### src/rtl/tva_pkg.sv
`timescale 1ns / 1ps
// ----------------------------------------------------------------------------
// tva_pkg
// Shared types, codes and helpers of the typed integer ALU pipeline.
// ----------------------------------------------------------------------------
package tva_pkg;

  localparam int unsigned XW = 64;
  localparam int unsigned NW = 32;
  localparam logic [XW-1:0] MASK32 = {{(XW-NW){1'b0}}, {NW{1'b1}}};

  typedef enum logic [4:0] {
    OP_ADD = 5'd0,  OP_SUB = 5'd1,  OP_MUL = 5'd2,  OP_DIV = 5'd3,
    OP_MOD = 5'd4,  OP_NOT = 5'd5,  OP_AND = 5'd6,  OP_OR  = 5'd7,
    OP_XOR = 5'd8,  OP_SHL = 5'd9,  OP_SHR = 5'd10, OP_SAR = 5'd11,
    OP_EQ  = 5'd12, OP_NE  = 5'd13, OP_LT  = 5'd14, OP_LE  = 5'd15,
    OP_GT  = 5'd16, OP_GE  = 5'd17
  } op_e;

  typedef enum logic [2:0] {
    TY_I32 = 3'd0, TY_UI32 = 3'd1, TY_I64 = 3'd2, TY_UI64 = 3'd3,
    TY_F32 = 3'd4, TY_F64 = 3'd5, TY_PTR = 3'd6
  } ty_e;

  typedef enum logic [1:0] {
    ST_OK = 2'd0, ST_BAD_TYPE = 2'd1, ST_DIV_ZERO = 2'd2, ST_FLOAT = 2'd3
  } st_e;

  typedef struct packed {
    op_e           op;
    logic [2:0]    ta;
    logic [2:0]    rt;
    st_e           st;
    logic          narrow;
    logic          neg_q;
    logic          neg_r;
    logic [XW-1:0] rv;
  } meta_t;

  typedef struct packed {
    meta_t         meta;
    logic [XW-1:0] x;
    logic [XW-1:0] y;
    logic [XW-1:0] dx;
    logic [XW-1:0] dy;
  } dec_t;

  typedef struct packed {
    meta_t         meta;
    logic [XW-1:0] rem;
    logic [XW-1:0] quo;
    logic [XW-1:0] dvs;
  } div_t;

  function automatic logic is_narrow(logic [2:0] t);
    return (t == TY_I32) || (t == TY_UI32) || (t == TY_F32) || (t == TY_PTR);
  endfunction

  function automatic logic is_int(logic [2:0] t);
    return t <= TY_UI64;
  endfunction

  function automatic logic [XW-1:0] wmask(logic narrow);
    return narrow ? MASK32 : {XW{1'b1}};
  endfunction

  function automatic logic [XW-1:0] sext32(logic [XW-1:0] v);
    return {{(XW-NW){v[NW-1]}}, v[NW-1:0]};
  endfunction

endpackage

### src/rtl/tva_decode.sv
`timescale 1ns / 1ps
// ----------------------------------------------------------------------------
// tva_decode
// Type table check, operand masking and divider operand preparation.
// ----------------------------------------------------------------------------
module tva_decode (
  input  logic                  clk_i,
  input  logic                  rst_ni,
  input  logic                  en_i,
  input  logic                  valid_i,
  input  logic [4:0]            op_i,
  input  logic [2:0]            ta_i,
  input  logic [tva_pkg::XW-1:0] a_i,
  input  logic [2:0]            tb_i,
  input  logic [tva_pkg::XW-1:0] b_i,
  output logic                  valid_o,
  output tva_pkg::dec_t         dec_o
);
  import tva_pkg::*;

  logic          valid_q;
  dec_t          dec_d, dec_q;
  logic          narrow, same_int, same_flt, sgn, sa, sb;
  logic [XW-1:0] m, x, y, sx, sy;
  logic [2:0]    rt;
  st_e           st;
  op_e           op;

  always_comb begin
    op       = op_e'(op_i);
    narrow   = is_narrow(ta_i);
    m        = wmask(narrow);
    x        = a_i & m;
    y        = b_i & m;
    same_int = (ta_i == tb_i) && is_int(ta_i);
    same_flt = (ta_i == tb_i) && ((ta_i == TY_F32) || (ta_i == TY_F64));
    rt       = 3'(TY_I32);
    st       = ST_OK;
    unique case (op)
      OP_ADD: begin
        if (same_int) rt = ta_i;
        else if ((ta_i <= TY_UI32 && tb_i == TY_PTR) ||
                 (ta_i == TY_PTR && tb_i <= TY_UI32)) rt = TY_PTR;
        else st = same_flt ? ST_FLOAT : ST_BAD_TYPE;
      end
      OP_SUB: begin
        if (same_int) rt = ta_i;
        else if (ta_i == TY_PTR && tb_i == TY_PTR) rt = TY_I64;
        else if (ta_i == TY_PTR && tb_i <= TY_UI32) rt = TY_PTR;
        else st = same_flt ? ST_FLOAT : ST_BAD_TYPE;
      end
      OP_MUL, OP_DIV, OP_MOD: begin
        if (same_int) begin
          rt = ta_i;
          if (op != OP_MUL && y == '0) st = ST_DIV_ZERO;
        end else st = same_flt ? ST_FLOAT : ST_BAD_TYPE;
      end
      OP_NOT: begin
        if (is_int(ta_i)) rt = ta_i;
        else st = ST_BAD_TYPE;
      end
      OP_AND, OP_OR, OP_XOR: begin
        if (same_int) rt = ta_i;
        else st = ST_BAD_TYPE;
      end
      OP_SHL, OP_SHR, OP_SAR: begin
        if (is_int(ta_i) && is_int(tb_i)) rt = ta_i;
        else st = ST_BAD_TYPE;
      end
      OP_EQ, OP_NE, OP_LT, OP_LE, OP_GT, OP_GE: begin
        if (ta_i != tb_i || ta_i == 3'd7) st = ST_BAD_TYPE;
        else if (op >= OP_LT && (ta_i == TY_F32 || ta_i == TY_F64)) st = ST_FLOAT;
        else rt = TY_UI32;
      end
      default: st = ST_BAD_TYPE;
    endcase
    if (st != ST_OK) rt = 3'(TY_I32);

    // divider works on magnitudes; remember the signs to restore
    sgn = (ta_i == TY_I32) || (ta_i == TY_I64);
    sa  = narrow ? x[NW-1] : x[XW-1];
    sb  = narrow ? y[NW-1] : y[XW-1];
    sx  = narrow ? sext32(x) : x;
    sy  = narrow ? sext32(y) : y;

    dec_d.meta.op     = op;
    dec_d.meta.ta     = ta_i;
    dec_d.meta.rt     = rt;
    dec_d.meta.st     = st;
    dec_d.meta.narrow = narrow;
    dec_d.meta.neg_q  = sgn && (sa ^ sb);
    dec_d.meta.neg_r  = sgn && sa;
    dec_d.meta.rv     = '0;
    dec_d.x           = x;
    dec_d.y           = y;
    dec_d.dx          = (sgn && sa) ? ('0 - sx) : x;
    dec_d.dy          = (sgn && sb) ? ('0 - sy) : y;
  end

  always_ff @(posedge clk_i or negedge rst_ni) begin
    if (!rst_ni) valid_q <= 1'b0;
    else if (en_i) valid_q <= valid_i;
  end

  always_ff @(posedge clk_i) begin
    if (en_i) dec_q <= dec_d;
  end

  assign valid_o = valid_q;
  assign dec_o   = dec_q;

endmodule

### config.mk
export PLATFORM = sky130hd
export DESIGN_NAME = tva_decode
export DESIGN_NICKNAME = d
export VERILOG_FILES = /design/src/rtl/tva_pkg.sv /design/src/rtl/tva_decode.sv
export SDC_FILE = /design/constraint.sdc
export NUM_CORES = 1
export LEC_CHECK = 0
export BUFFER_PORTS_ARGS = -buffer_cell sky130_fd_sc_hd__buf_2
export CAP_MARGIN = 20
export CORE_ASPECT_RATIO = 1.1
export CORE_MARGIN = 2
export CORE_UTILIZATION = 27
export DETAILED_ROUTE_END_ITERATION = 7
export GPL_TIMING_DRIVEN = 0
export PLACE_DENSITY = 0.6
export SYNTH_ARGS = -nofsm -noshare
export SYNTH_HDL_FRONTEND = slang
export SYNTH_SLANG_ARGS = --single-unit
export TNS_END_PERCENT = 10
### constraint.sdc
create_clock -name clk_i -period 0.9 [get_ports clk_i]
set_clock_uncertainty 0.1 [all_clocks]
set_input_delay 0.045 -clock clk_i [delete_from_list [all_inputs] [get_ports clk_i]]
set_output_delay 0.045 -clock clk_i [all_outputs]
set_load 0.01 [all_outputs]
==> results of run 1 <==
kinds of logic after synthesis:
kind of cell / count (synthesis)
adders and majority gates: 2
buffers and inverters: 132
xor gates and xnor gates: 121
and+or+nand+nor: 402
AOI/OAI and AO/OA: 187
muxes: 6
other: 1
DFF: 271
where the power goes:
part	leakage [uW]	internal, uW	switching (uW)	total, uW
Clock	0.000442	6590	5190	11800
Combinational	0.00535	3040	4030	7070
Sequential	0.00264	15300	328	15600
Total	0.00843	24900	9550	34500
stage by stage:
stage | TNS [ps] | util
finish | -180680 | 0.435
global route | -197170 | 0.435
CTS | -193900 | 0.414
detailed placement | -497610 | 0.340
global placement | -1503460 | 0.339
floorplan | -168480 | -
area by class of cell:
cell class	count	area, sq um	area share
Buffer	110	1140	0.0537
Clock inverter	15	111	0.00524
Multi-Input combinational cell	782	6050	0.284
Timing Repair Buffer	599	4110	0.193
Inverter	16	80.1	0.00377
Sequential cell	271	8130	0.382
Clock buffer	40	810	0.0381
Antenna cell	5	12.5	0.000588
Tap cell	652	816	0.0384
synthesized netlist by cell type (all sizes together), types with 3 or more instances:
master,n,area share
o21ai,50,0.019
inv,15,0.0042
o22ai,4,0.0019
a31oi,12,0.0056
xor2,49,0.032
a2111oi,3,0.0034
nand2,52,0.015
mux2,4,0.0034
nand4,8,0.0049
nor3,44,0.017
or4,14,0.0087
nor2,129,0.037
nor3b,7,0.0043
and2,63,0.029
or2,5,0.0023
buf,74,0.040
o41ai,10,0.0065
or3,16,0.0078
nand2b,9,0.0042
o31ai,21,0.013
nand4b,3,0.0020
xnor2,72,0.047
clkbuf,42,0.012
nor4,25,0.016
nor2b,6,0.0028
a21o,3,0.0017
a21oi,63,0.024
nand3,8,0.0030
edfxtp,270,0.61
o32ai,3,0.0020
metal layers:
metal | vias to the layer above | share of wire | GRT usage
met5 | - | 0.00042 | 0
met4 | 4 | 0.050 | 0.0980
met3 | 168 | 0.092 | 0.0624
met2 | 729 | 0.51 | 0.380
met1 | 5915 | 0.34 | 0.217
li1 | 5399 | - | -
how the worst max path moves through the flow:
| stage | slack (ps) | endpoint | cells past startpoint | startpoint |
|---|---|---|---|---|
| global route | -1070 | dec_o[59] | 9 | b_i[6] |
| CTS | -1110 | dec_o[125] | 9 | a_i[3] |
| finish | -1030 | dec_o[125] | 8 | a_i[5] |
| global placement | -4380 | valid_o | 2 | en_i |
| floorplan | -1390 | dec_o[125] | 8 | a_i[35] |
| detailed placement | -2850 | dec_o[102] | 10 | ta_i[0] |
placed cells by master (no fill, tap or decap), drive strengths merged, types with 21 or more instances in the layout:
cell	netlist	routed
a21oi	63	63
and2	63	63
buf	74	561
clkbuf	42	68
conb	1	64
dlygate4sd3	0	112
edfxtp	270	270
nand2	52	52
nor2	129	129
nor3	44	44
nor4	25	25
o21ai	50	50
o31ai	21	21
xnor2	72	72
xor2	49	49
registers in the layout (all words and copies together) (netlist names):
name,count
valid_o,1
dec_o,270
timing repair:
item | in CTS | in global routing
resized for setup | 319 | 188
pin swaps | 68 | 89
buffers inserted | 46 | 17
endpoints found under the setup margin | 471 | 470
hold endpoints to repair | 287 | 121
hold buffers | 102 | 18
cloned | 1 | 0
==> flow_summary.json, run 1 <==
{
  "first_iter_violations": 932,
  "fin_cells": 2490,
  "holdWs_ps": -452,
  "max_stage_delay_ps": 640,
  "fin_crit_sh": 2.14,
  "synthAdderAreaFrac": 0.00187,
  "synthCells": 1122,
  "hold_end": "dec_o[328]",
  "coreArea_sq_mm": 0.0489,
  "power_leakage_uw": 0.00843,
  "grtUsageTotal": 0.208,
  "status": "finished, violations left",
  "grt_pass1_vias": 12300,
  "power.density_mw_per_mm2": 1620,
  "synthDistinctLibCells": 74,
  "synth.avg_cell_area_sq_um": 11.9,
  "fillers": 4514,
  "hpwl_um": 40600,
  "drc": 0,
  "postPlaceCellArea_sq_mm": 0.0167,
  "r2r_end": "valid_o",
  "die_height_um": 238,
  "via_per_inst": 4.91,
  "max-vdd-ir-drop_mv": 1.40,
  "reg2reg_depth": 1,
  "grt-ovfl-total": 0,
  "boundaryPins": 480,
  "fin_crit_ps": 1930,
  "insertion_delay_ps": 580,
  "port_buffers": 414,
  "cts_buffers": 30,
  "cp.arrival_ps": 2140,
  "finalInstanceArea_sq_mm": 0.0213,
  "cts_root_buf": "clkbuf_16",
  "ys_warn_count": 0,
  "synth_xor_area_frac": 0.0791,
  "hold_class": "in -> reg",
  "cp_max_fo": 6,
  "path_buf_inv": 2,
  "crit_slowest_cell": "or4b_4",
  "ys.flop_type": "edfxtp_1",
  "report.final.slew_viol_count": 0,
  "drt-total-wl_um": 56700,
  "synthArstFlopShare": 0.00369,
  "power_uw": 34500,
  "antenna_found_initial": 6,
  "violations": "negative hold slack, negative setup slack",
  "synthSimpleGateAreaFrac": 0.162,
  "worstPathCellList": "buf_6 > nor4_4 > buf_4 > nand4_4 > or3_4 > or4b_4 > o31ai_4 > xor2_1",
  "netlist_area_sq_mm": 0.0134,
  "end_kind": "flop",
  "synth_compound_area_frac": 0.0876,
  "crit_type": "in -> reg",
  "cp.required_ps": 1110,
  "tightest_slew_ps": 733,
  "crit_family": "simple AND/OR/NAND/NOR gates",
  "crit_path_start_kind": "input port",
  "slew_headroom": 0.507,
  "avgRoutedWirePerCell_um": 22.8,
  "dp.cells": 2253,
  "nets": 1955,
  "dieArea_sq_mm": 0.0514,
  "muxShareOfSynthArea": 0.00486,
  "cts.sinks": 271,
  "num_rows": 85,
  "cts_tree": "done",
  "areaGrowthSynthToFinish_pct": 58.8,
  "clockBufferDepth": 3,
  "hold_depth": 1,
  "synth_top_family_by_area": "simple AND/OR/NAND/NOR gates",
  "ant_nets": 0,
  "grt_max_degree": 127,
  "setup_viol": 464,
  "ys_ff_latch": 271,
  "cap_violations": 0,
  "min_from": "ta_i[0]",
  "ys_seq_area_frac": 0.607,
  "dp_slack_ps": -2850,
  "fmax_mhz": 518,
  "hold_viol": 95,
  "htreeDepth": 1,
  "rrSetupSlack_ps": 60,
  "r2r_start": "valid_o",
  "grt_pass1_wl_um": 79600,
  "start_util": 0.274,
  "drive_gt1_frac": 0.470,
  "rsz0062_at_grt": "true",
  "setup_ws_ps": -1030,
  "die_x_um": 216,
  "cts.clk_slew.worst_paths_ps": 60,
  "vias": 12200,
  "synth_edf_count": 270,
  "gp_congestion": 0.897,
  "drt_pass1_iterations": 6
}
Note: power is estimated with default switching activity, not from simulation.
==> run 2: changes to the inputs <==
ABC_AREA = 1   (was not set)
CTS_CLUSTER_SIZE = 28   (was not set)
GPL_TIMING_DRIVEN = not set   (was 0)
PLACE_DENSITY = 0.59   (was 0.6)
==> run 2 against run 1 <==
Setup slack improved by 440 ps; final cell count increased by 29%; worst hold slack improved by 68 ps; wire length increased by 4.7%; sequential power about the same; total power increased by 13%; register-to-register slack got worse by 20 ps; the flow still finishes with violations (negative hold slack, negative setup slack); global-route usage decreased by 0.55 points; synthesized area increased by 7.3%.
==> flow_summary.json, run 2 <==
{
  "power.density_mw_per_mm2": 1570,
  "synth_edf_count": 270,
  "insertion_delay_ps": 530,
  "power_leakage_uw": 0.0117,
  "grt_pass1_vias": 14200,
  "dieArea_sq_mm": 0.0551,
  "status": "finished, violations left",
  "coreArea_sq_mm": 0.0525,
  "reg2reg_depth": 1,
  "critPathLaunch": "ta_i[2]",
  "fin_crit_ps": 1490,
  "areaGrowthSynthToFinish_pct": 72.8,
  "hold_class": "in -> reg",
  "gp_congestion": 0.935,
  "clockBufferDepth": 3,
  "cts.clk_slew.worst_paths_ps": 60,
  "drc": 0,
  "cp_max_fo": 6,
  "synthArstFlopShare": 0.00369,
  "drt-total-wl_um": 59300,
  "r2r_start": "valid_o",
  "htreeDepth": 2,
  "setup_viol": 547,
  "synth_area_leaders": "edfxtp_1, nand2_1, inv_1, nor2_1, xor2_1",
  "power_uw": 39000,
  "die_height_um": 246,
  "hold_viol": 58,
  "via_per_inst": 4.50,
  "crit_type": "in -> reg",
  "hpwl_um": 42900,
  "first_iter_violations": 876,
  "cts_root_buf": "clkbuf_16",
  "vias": 14400,
  "largest_reg_flops": 270,
  "synthDistinctLibCells": 38,
  "yosysTopAreaCellShare": 0.564,
  "synthCells": 1540,
  "max-vdd-ir-drop_mv": 1.30,
  "cap_violations": 0,
  "r2r_end": "valid_o",
  "synth_most_common_cell": "nand2_1",
  "avgRoutedWirePerCell_um": 18.5,
  "ys_warn_count": 0,
  "yosysTopAreaCell": "edfxtp_1",
  "cts_tree": "done",
  "num_rows": 88,
  "cp-endpoint": "dec_o[118]",
  "crit_path_start_kind": "input port",
  "grt-ovfl-total": 0,
  "layout_common_cells": "buf_2, buf_4, nand2_1, edfxtp_1, inv_1",
  "drt_pass1_iterations": 7,
  "drive_gt1_frac": 0.499,
  "final_common_cell": "buf_2",
  "synth.avg_cell_area_sq_um": 9.33,
  "synthTopCellsByCount": "nand2_1, edfxtp_1, inv_1",
  "grtUsageTotal": 0.202,
  "grt_pass1_wl_um": 84600,
  "ys.flop_type": "edfxtp_1",
  "cts.sinks": 271,
  "antenna_found_initial": 3,
  "cp.arrival_ps": 1690,
  "utilization": 0.473,
  "fmax_mhz": 673,
  "grt_max_degree": 25,
  "cp.required_ps": 1100,
  "ant_nets": 0,
  "violations": "negative hold slack, negative setup slack",
  "port_buffers": 415,
  "start_util": 0.274,
  "report.final.slew_viol_count": 0,
  "holdWs_ps": -384,
  "nets": 2644,
  "setup_ws_ps": -586,
  "ys_ff_latch": 271,
  "rrSetupSlack_ps": 40,
  "netlist_area_sq_mm": 0.0144,
  "setup_tns_ps": -198120,
  "cts_buffers": 34,
  "rsz0062_at_grt": "true",
  "die_x_um": 224,
  "boundaryPins": 480,
  "fillers": 4843,
  "end_kind": "flop",
  "ys_seq_area_frac": 0.566,
  "fin_crit_sh": 1.65
}
run 2: repair_timing:
item	4_1_cts	5_1_grt
cloned	10	5
hold endpoints to repair	261	80
buffers inserted	20	28
setup endpoints to repair	410	680
pin swaps	83	88
hold buffers	87	11
gates resized for setup	279	225
run 2: layout make-up:
class	instances	area, sq um	share of cell area
well taps	675	845	0.0340
flip-flops and latches	271	8130	0.328
clock inverters	16	221	0.00892
repair buffers	960	7230	0.291
inverters	218	856	0.0345
clock buffers	44	910	0.0366
multi-input cells	1014	6630	0.267
diodes	2	5.00	0.000202
run 2: how the worst min path moves through the flow:
stage,from,endpoint,slack (ps),cells past startpoint
after global placement,rst_ni,valid_o,-280,1
after detailed placement,rst_ni,valid_o,-270,1
after CTS,a_i[5],dec_o[197],-400,1
after floorplan,rst_ni,valid_o,-350,0
after global routing,a_i[0],dec_o[192],-410,1
final,a_i[0],dec_o[192],-380,1
run 2: power breakdown:
part           leakage [uW]  switching [uW]  internal, uW
logic               0.00855            5150          4080
clock network      0.000543            5470          8610
registers           0.00264             392         15300
total                0.0117           11000         28000
run 2: worst max-delay path: stages:
cell,delay (ps)
buf_12,120
inv_8,60
nand2_8,60
buf_8,140
nand3_4,120
buf_6,150
buf_16,130
buf_12,100
nand2_4,40
nor2_4,110
nand2_2,70
nor2_4,100
nand3_2,110
nand2_4,110
nand3b_1,80
nand2_1,60
inv_1,40
run 2: kinds of logic after synthesis:
kind of cell | after synthesis | share of synthesized area
AO/OA/AOI/OAI | 82 | 0.0330
XOR/XNOR | 102 | 0.0622
adder cells (fa/ha/maj) | 2 | 0.00174
buffers and inverters | 318 | 0.108
flip-flops | 271 | 0.566
multiplexers | 1 | 0.000784
other | 1 | 0.000261
AND/OR/NAND/NOR | 763 | 0.228
run 2: metrics by stage:
step / instance area [sq um] / setup WS (ps) / std cells
2_1_floorplan: 14700 / -830 / 1603
3_3_place_gp: 20000 / -1400 / 2979
3_5_place_dp: 20000 / -1490 / 2979
4_1_cts: 23500 / -504 / 3156
5_1_grt: 24800 / -664 / 3200
6_report: 24800 / -586 / 3200
run 2: metal layers:
layer	vias up	global-route usage	wire length [um]
li1	6811	-	-
met2	615	0.366	30200
met4	2	0.0710	2160
met1	6840	0.236	22900
met5	-	0	9
met3	122	0.0427	4070
